[src/sv/hrrn_pkg.sv]
`timescale 1ns / 1ps
// shared types and constants for the hrrn batch scheduler
// no dependencies; used by every module of the block

package hrrn_pkg;

	localparam int MAX_PROCESSES = 64;
	localparam int SLOT_W  = (MAX_PROCESSES > 1) ? $clog2(MAX_PROCESSES) : 1;
	localparam int COUNT_W = $clog2(MAX_PROCESSES + 1);
	localparam int ID_W    = 16;
	localparam int ARR_W   = 16;
	localparam int BURST_W = 16;
	localparam int TIME_W  = 23;
	localparam int NUM_W   = TIME_W + 1;
	localparam int PROD_W  = NUM_W + BURST_W;

	// one stored job
	typedef struct packed {
		logic [ID_W-1:0]    id;
		logic [ARR_W-1:0]   arrival;
		logic [BURST_W-1:0] burst;
	} job_entry_t;

	// outcome of one cross-multiplied ratio compare
	typedef struct packed {
		logic gt;
		logic eq;
	} ratio_cmp_t;

	// sequencer states
	typedef enum logic [4:0] {
		S_LOAD   = 5'b00001,
		S_PREP   = 5'b00010,
		S_MUL    = 5'b00100,
		S_CMP    = 5'b01000,
		S_DECIDE = 5'b10000
	} state_t;

endpackage

[src/sv/hrrn_ratio_unit.sv]
`timescale 1ns / 1ps
// shared cross-multiply unit: registers both products, then compares them
// depends on hrrn_pkg

module hrrn_ratio_unit (
	input  logic                         clk,
	input  logic                         load,
	input  logic [hrrn_pkg::NUM_W-1:0]   cand_num,
	input  logic [hrrn_pkg::BURST_W-1:0] cand_burst,
	input  logic [hrrn_pkg::NUM_W-1:0]   best_num,
	input  logic [hrrn_pkg::BURST_W-1:0] best_burst,
	output hrrn_pkg::ratio_cmp_t         cmp
);

	logic [hrrn_pkg::PROD_W-1:0] lhs_q;
	logic [hrrn_pkg::PROD_W-1:0] rhs_q;

	always_ff @(posedge clk) begin
		if (load) begin
			lhs_q <= hrrn_pkg::PROD_W'(cand_num) * hrrn_pkg::PROD_W'(best_burst);
			rhs_q <= hrrn_pkg::PROD_W'(best_num) * hrrn_pkg::PROD_W'(cand_burst);
		end
	end

	assign cmp.gt = lhs_q > rhs_q;
	assign cmp.eq = lhs_q == rhs_q;

endmodule

[config.mk]
export PLATFORM = sky130hd
export DESIGN_NAME = hrrn_ratio_unit
export DESIGN_NICKNAME = d
export VERILOG_FILES = /design/src/sv/hrrn_pkg.sv /design/src/sv/hrrn_ratio_unit.sv
export SDC_FILE = /design/constraint.sdc
export NUM_CORES = 2
export LEC_CHECK = 0
export BUFFER_PORTS_ARGS = -buffer_cell sky130_fd_sc_hd__buf_4
export CAP_MARGIN = 40
export CELL_PAD_IN_SITES_DETAIL_PLACEMENT = 1
export CELL_PAD_IN_SITES_GLOBAL_PLACEMENT = 1
export CORE_MARGIN = 5
export CORE_UTILIZATION = 25
export CTS_CLUSTER_SIZE = 20
export DETAILED_ROUTE_END_ITERATION = 8
export GPL_ROUTABILITY_DRIVEN = 0
export MAX_ROUTING_LAYER = met4
export PLACE_DENSITY_LB_ADDON = 0.1
export SYNTH_ARGS = -nofsm -noshare
export SYNTH_HDL_FRONTEND = slang
export SYNTH_SLANG_ARGS = --single-unit
[constraint.sdc]
create_clock -name clk -period 16.1 [get_ports clk]
set_input_delay 2.415 -clock clk [delete_from_list [all_inputs] [get_ports clk]]
set_output_delay 2.415 -clock clk [all_outputs]
set_load 0.03 [all_outputs]
==> results.json <==
{
  "ys_async_sr_fraction": 0,
  "cts_buffers": 9,
  "ctsResizeCount": 0,
  "crit_path_frequent_cell": "fa_1",
  "ys_ff_latch": 80,
  "worst_pin_slew_ns": 0.874,
  "synth-simple-area-share": 0.159,
  "design.die.area_um2": 119000,
  "synth_xor_area_frac": 0.0219,
  "setup_tns_ns": 0,
  "yosys-top-cells-count": "inv_1 (737), fa_1 (612), nand2_1 (488), and2_1 (324), ha_1 (264)",
  "layout.cells.non_filler": 4541,
  "seq_area_frac_synth": 0.0857,
  "routedWlPerCell_um": 18.4,
  "yosysTopAreaCellShare": 0.437,
  "coreArea_um2": 111000,
  "drv_slew": 0,
  "hold_buffers": 0,
  "clock-sinks": 80,
  "vias_per_cell": 4.38,
  "cts.htree.levels": 3,
  "rows": 122,
  "crit_fanout": 24,
  "drt-total-wl_mm": 83.4,
  "vias": 19900,
  "outcome": "finished, final reports clean",
  "yosys.area.top_type": "fa_1",
  "dpl.cell_count": 4525,
  "crit_path_cell_trace": "buf_4, nand2_1, fa_1, inv_1, fa_1, inv_1, fa_1, inv_1, fa_1, fa_1, inv_1, fa_1, inv_1, ha_1, nand4_1, nor2_1, o21ai_0, a21oi_1, a21oi_1, o31ai_1, a31oi_1, xnor2_1",
  "drc": 0,
  "firstDrtPassIters": 5,
  "area_growth_pct": 8.46,
  "num_antenna_cells": 0,
  "holdCritPathClass": "primary input to register",
  "finalCriticalPeriod_ns": 8.58,
  "path_class": "primary input to register",
  "synth_compound_area_frac": 0.0629,
  "antenna_found_initial": 0,
  "fillerInstances": 12900,
  "synthTopCellsByArea": "fa_1 (44%), ha_1 (12%), inv_1 (9.9%)",
  "synth_top_family_by_area": "adder cells",
  "ys_warn_count": 0,
  "layout-drive-gt1-share": 0.0354,
  "grt_pass1_wl_mm": 137,
  "cts_tree": "yes",
  "die-width_um": 345,
  "pin_count": 84,
  "overflow": 0,
  "synth-edff-count": 80,
  "grt_use_total": 0.150,
  "synth_area_um2": 28000,
  "worstPathArrival_ns": 8.69,
  "finalCritPeriodShare": 0.533,
  "finalSetupViolations": 0,
  "cp_slowest_cell": "o31ai_1",
  "clock_path_buffers": 2,
  "max_cap_violations": 0,
  "rsz0062_at_grt": "no",
  "yosysUniqueCellTypes": 58,
  "root_buffer": "clkbuf_16",
  "cp.required_ns": 16.22,
  "synth.area.mux_share": 0,
  "synth_area_per_cell_um2": 9.11,
  "fin_hold_ws_ns": 2.44,
  "initial_core_util": 0.253,
  "drtAntennaViolNets": 0,
  "finalHoldViolations": 0,
  "nets": 4006,
  "grt_max_degree": 64,
  "maxSlewHeadroom": 0.417,
  "synth-main-ff-cell": "edfxtp_1",
  "yosysMostFrequentCell": "inv_1",
  "worstSetupEndpointType": "register",
  "pre_cts_ws_ns": 7.13,
  "dieHeight_um": 345,
  "syn-num-nets": 4036,
  "hpwl_mm": 69.2,
  "grt_pass1_vias": 23700,
  "drt_iter0_drc": 625,
  "max_stage_delay_ns": 0.60,
  "synthAdderAreaFrac": 0.555,
  "synthCells": 3078,
  "max_freq_mhz": 117,
  "portBuffers": 83,
  "clkTransAtPathRegs_ns": 0.07,
  "cts_setup_buffers": 0,
  "layout_setup_ws_ns": 7.52,
  "worstSetupStartpointType": "primary input"
}
[routing by layer]
metal	GRT usage	up-vias	share of wire
li1	-	9117	-
met1	0.198	10500	0.46
met2	0.258	200	0.50
met3	0.00895	75	0.015
met4	0.0281	0	0.018
met5	-	-	0
[layout make-up]
class | instances | area, um2 | area share
Multi-Input combinational cell | 2136 | 22400 | 0.736
Inverter | 737 | 2770 | 0.0910
Sequential cell | 80 | 2400 | 0.0790
Tap cell | 1488 | 1860 | 0.0612
Timing Repair Buffer | 84 | 631 | 0.0207
Clock buffer | 9 | 225 | 0.00741
Clock inverter | 7 | 126 | 0.00416
[per-stage QoR]
step                      cell area [um2]  utilization
final                               30400        0.274
after global routing                30400        0.274
after CTS                           30400        0.274
after detailed placement            30100        0.271
after global placement              30100        0.271
after floorplan                     28000            -
[flip-flops by register name, indices dropped and copies added (netlist names)]
signal  count
rhs_q      40
lhs_q      40
[placed cells by master (no fill, tap or decap), types with 35 or more instances in the layout]
cell      instances
inv_1           737
fa_1            612
nand2_1         488
and2_1          324
ha_1            264
buf_4            84
a21oi_1          81
edfxtp_1         80
a21o_1           57
xnor2_1          50
nor2_1           36
o21ai_0          35
[worst paths after layout]
| kind | startpoint | to | slack, ns | depth (start not counted) |
|---|---|---|---|---|
| setup / recovery | cand_burst[1] | rhs_q[35]$_DFFE_PP_ | 7.52 | 22 |
| hold / removal | load | rhs_q[6]$_DFFE_PP_ | 2.44 | 1 |
[worst max-delay path, delay by kind of cell]
kind            cells  cell delay [ns]
fa+ha+maj           7             3.37
compound gates      5             1.76
buf+inv             6             0.57
simple gates        3             0.41
xor+xnor            1             0.15
[cells by family (layout without fill, tap and decap cells)]
group	Yosys count	count (layout)
DFF	80	80
AOI/OAI and AO/OA	264	264
xor gates and xnor gates	70	70
adders and majority gates	876	876
and+or+nand+nor	926	926
buffers and inverters	862	837
Power is not shown: default switching activity piles up to over one toggle a cycle in this logic, so the estimate is an artifact.
