## src/sv/hrrn_pkg.sv

```systemverilog
`timescale 1ns / 1ps
// shared types and constants for the hrrn batch scheduler
// no dependencies; used by every module of the block

package hrrn_pkg;

	localparam int MAX_PROCESSES = 64;
	localparam int SLOT_W  = (MAX_PROCESSES > 1) ? $clog2(MAX_PROCESSES) : 1;
	localparam int COUNT_W = $clog2(MAX_PROCESSES + 1);
	localparam int ID_W    = 16;
	localparam int ARR_W   = 16;
	localparam int BURST_W = 16;
	localparam int TIME_W  = 23;
	localparam int NUM_W   = TIME_W + 1;
	localparam int PROD_W  = NUM_W + BURST_W;

	// one stored job
	typedef struct packed {
		logic [ID_W-1:0]    id;
		logic [ARR_W-1:0]   arrival;
		logic [BURST_W-1:0] burst;
	} job_entry_t;

	// outcome of one cross-multiplied ratio compare
	typedef struct packed {
		logic gt;
		logic eq;
	} ratio_cmp_t;

	// sequencer states
	typedef enum logic [4:0] {
		S_LOAD   = 5'b00001,
		S_PREP   = 5'b00010,
		S_MUL    = 5'b00100,
		S_CMP    = 5'b01000,
		S_DECIDE = 5'b10000
	} state_t;

endpackage

```

## src/sv/hrrn_job_store.sv

```systemverilog
`timescale 1ns / 1ps
// job memory: one write port, one read port with registered read data
// depends on hrrn_pkg

module hrrn_job_store (
	input  logic                       clk,
	input  logic                       we,
	input  logic [hrrn_pkg::SLOT_W-1:0] waddr,
	input  hrrn_pkg::job_entry_t       wdata,
	input  logic [hrrn_pkg::SLOT_W-1:0] raddr,
	output hrrn_pkg::job_entry_t       rdata
);

	hrrn_pkg::job_entry_t mem_q [hrrn_pkg::MAX_PROCESSES];

	always_ff @(posedge clk) begin
		if (we) begin
			mem_q[waddr] <= wdata;
		end
	end

	always_ff @(posedge clk) begin
		rdata <= mem_q[raddr];
	end

endmodule

```

## config.mk

```make
export PLATFORM = sky130hd
export DESIGN_NAME = hrrn_job_store
export DESIGN_NICKNAME = d
export VERILOG_FILES = /design/src/sv/hrrn_pkg.sv /design/src/sv/hrrn_job_store.sv
export SDC_FILE = /design/constraint.sdc
export NUM_CORES = 2
export LEC_CHECK = 0
export BUFFER_PORTS_ARGS = -buffer_cell sky130_fd_sc_hd__buf_4
export CORE_MARGIN = 1.5
export CORE_UTILIZATION = 50
export DETAILED_ROUTE_END_ITERATION = 12
export GPL_ROUTABILITY_DRIVEN = 1
export MAX_ROUTING_LAYER = met4
export PLACE_DENSITY = 0.61
export SYNTH_ARGS = -nofsm -noshare
export SYNTH_HDL_FRONTEND = slang
export SYNTH_SLANG_ARGS = --single-unit
```

## constraint.sdc

```tcl
create_clock -name clk -period 5.7 [get_ports clk]
set_input_delay 0 -clock clk [delete_from_list [all_inputs] [get_ports clk]]
set_output_delay 0 -clock clk [all_outputs]
set_load 0.02 [all_outputs]
```

==> results summary <==
The library cell used most frequently in the layout, excluding fill and tap cells, is sky130_fd_sc_hd__edfxtp_1. The final-report max-slew violation count was 0. The post-synthesis register bit count came out at between 3,000 and 4,000. Once the floorplan was initialized, standard cells occupied just over 50% of the core.

The post-detailed-route wirelength per cell is approximately 36 µm. The half-perimeter wire length after placement came out at around 170 mm. The total number of vias came out at 56,423. The global-route wire length before repair came out at about 440 mm. In this run the static leakage power is between 40 and 50 nW. The signal on the critical path passes through dlygate4sd3_1 -> buf_4 -> nor2b_1 -> nand4b_1 -> nor3_2 -> dlygate4sd3_1 -> buf_4. Synthesis instantiated 36 different standard cells from the library. The run finished with clean final reports. The total CTS buffers is 327. Global routing used about 27% of the available tracks. The synthesized instance count came out at between 4,000 and 5,000. The placer's final routability congestion estimate is just over 0.8. TritonCTS built the clock tree. The clock arrives with 0.0522 ns of skew.

The setup check on the worst reg-to-reg path leaves a slack of around 3.5 ns. The path depth of the worst reg2reg path came out at 4. The largest driver fanout on the critical path is 18.

The cell at the root of the clock tree is sky130_fd_sc_hd__clkbuf_16. Setup repair after global routing left no endpoint under its margin. The first detailed-routing pass took 5 iterations. The area fraction of the dominant cell type after synthesis is 78.8%.

The sum of routed wire length over all layers is approximately 310 mm. The data arrival time of the critical path came out at roughly 3.4 ns. The path with the worst hold slack has its endpoint at rdata[20].

The number of buffers added on ports is approximately 110. The pre-CTS setup slack came out at 2.42 ns. The vias per cell is around 6.5.

The total buffers and inverters traversed by the critical path is 4. The warning count from the yosys run is 0. The required time of the critical path came out at between 6 and 7 ns. The worst hold path belongs to the class in -> reg. The worst setup path is captured at a register.

The via count of the first global-routing pass is around 57,000. The final hold slack came out at 0.0992 ns. The total global routing overflow is 0. The final design area excluding fillers came out at 0.133 mm². The slack of the critical path is roughly 2.9 ns.

The number of antenna violations at the first check in global routing came out at 16. The hold violation total from the final report is 0. The portion of the post-synthesis area used by sequential elements is 79.6%. The worst voltage drop across the vdd grid is slightly above 0.0003 V.

The clock latency reported for the late side of the worst-skew pair is 0.93 ns. The count of nets after finishing came out at about 5,400. The critical path's largest stage delay is roughly 1 ns.

The floorplan step defined a die boundary enclosing 0.237 mm². The post-CTS setup repair buffer count came out at 0. Among all stages on the critical path, the largest delay is contributed by sky130_fd_sc_hd__dlygate4sd3_1. The H-tree was split into 5 levels.

During I/O placement, the number of pins put on the boundary was 110. In the final layout, the share of cells above drive strength 1 is 28.0%. The chip width is 487 µm. The TritonCTS sink count came out at around 3,100. Headroom to the max-slew limit came out at 12.7%. The final total negative setup slack came out at 0 ns. The setup-violating endpoint count in the final report came out at 0. The worst path needs 2.85 ns of the cycle, external delays included. The cell depth of the worst min-delay path came out at 5. The library cells used most frequently in the layout, excluding fill and tap cells, are 3,072 x sky130_fd_sc_hd__edfxtp_1, 754 x sky130_fd_sc_hd__mux4_2, 330 x sky130_fd_sc_hd__clkbuf_16.

The endpoint of the worst-slack reg-to-reg timing path is rdata[45]. The synthesized area per cell is ~24 µm². Ranked by total cell area, the synthesized netlist is headed by sky130_fd_sc_hd__edfxtp_1 79%, sky130_fd_sc_hd__mux4_2 14%, sky130_fd_sc_hd__dfxtp_1 0.82%.

The area of the placeable core is approximately 0.23 mm². From bottom edge to top edge, the die measures 487 µm. The max-cap violation count came out at 0. The area growth from synthesis to layout is 13.6%. In this run, the number of DRC markers left after iteration 0 of detailed routing was around 7,300.

The clock-pin slew of the registers on the worst-case setup and hold paths is about 0.060 ns. The largest total area in the synthesized netlist belongs to sky130_fd_sc_hd__edfxtp_1. Derived from the worst setup path, the maximum achievable clock frequency is 351 MHz. In this run the critical register-to-register path is launched from mem_q[11][45].

Counting every net in the synthesized netlist gives roughly 5,000. The critical path class is in -> reg. In this run the core area contains roughly 180 standard-cell rows. The startpoint type of the worst setup path is a primary input. The deepest clock path buffer count came out at 4. The number of remaining DRC errors came out at 0. The power per cell area is around 360 mW/mm². The final standard cell utilization of the core came out at 57.2%. The logic depth of the worst setup path including buffers is 7. The netlist area before placement came out at approximately 0.12 mm².

The launch instance of the worst min-delay path is raddr[1]. The maximum number of pins on one net before global-route repair is 91. The cell family contributing the most delay on the critical path is buffers and inverters. At the pin with the least slew margin, the transition time is 1.31 ns. The final worst-path cycle share is approximately 50%. After detailed placement, the total cell area comes to roughly 0.12 mm². The remaining number of nets flagged by the antenna check after routing came out at 0.
## cell type report
type	instances	area, µm²
flip-flops and latches	3120	93200
clock buffers	433	8840
repair buffers	338	3110
diodes	8	20.0
clock inverters	136	1060
fillers	16699	99700
multi-input cells	1568	22900
well taps	3132	3920
## worst max path at each step
stage                    endpoint      from  slack (ns)
detailed placement      rdata[45]  raddr[0]        2.42
floorplan            mem_q[48][0]  waddr[3]        1.42
global route         mem_q[48][0]        we        2.81
global placement        rdata[45]  raddr[1]        2.34
finish              mem_q[48][14]        we        2.85
CTS                  mem_q[48][0]        we        2.91
## kinds of logic after synthesis
logic type	synth area share [%]
DFF	79.6
muxes	15.2
AOI/OAI and AO/OA	3.02
buffers and inverters	1.28
and+or+nand+nor	0.957
## worst reg2reg max path, delay by kind of cell (launching register included)
family	cells	cell delay (ns)
AO/OA/AOI/OAI	3	1.16
multiplexers	1	0.49
flip-flops	1	0.35
## flip-flops by register name (all words and copies together), names as in the netlist
register and cells:
rdata 48, mem_q 3072
## per-stage QoR
stage | power, mW | cells
after floorplan | 27.2 | 4970
after global placement | 28.3 | 8099
after detailed placement | 28.3 | 8099
after CTS | 48.2 | 8727
after global routing | 49.1 | 8734
final | 47.9 | 8735
## per-layer routing
metal / vias up / track usage [%] / wire length, µm
met5: - / - / 0
met4: 0 / 7.10 / 8370
met3: 455 / 4.16 / 26700
met2: 2798 / 42.8 / 153000
met1: 30857 / 38.1 / 124000
li1: 22313 / - / -
## cell usage after synthesis, drive strengths merged
cell,count
edfxtp,3072
mux4,754
buf,183
nor2,132
o22ai,122
clkbuf,99
a221oi,83
a21oi,74
a22oi,72
mux2i,63
a22o,57
nand2,55
dfxtp,48
a211oi,32
o221ai,28
nor2b,24
mux2,12
a311oi,11
nand2b,10
nand3,7
a31o,5
nand3b,5
or3b,4
and2,3
nor3,3
or2,3
or3,3
nand4,2
a311o,1
a31oi,1
and3,1
nand4b,1
## report_power, final
group          switching (mW)  internal, mW  leakage [nW]
Combinational            1.45         0.859          8.40
Clock                    8.48          11.5          4.86
Sequential              0.120          25.4          28.0
## repair_timing
action	4_1_cts	5_1_grt
resized for setup	0	0
hold buffers	59	0
endpoints found under the hold margin	3242	0
No activity file was read; power rests on OpenSTA's default activity.
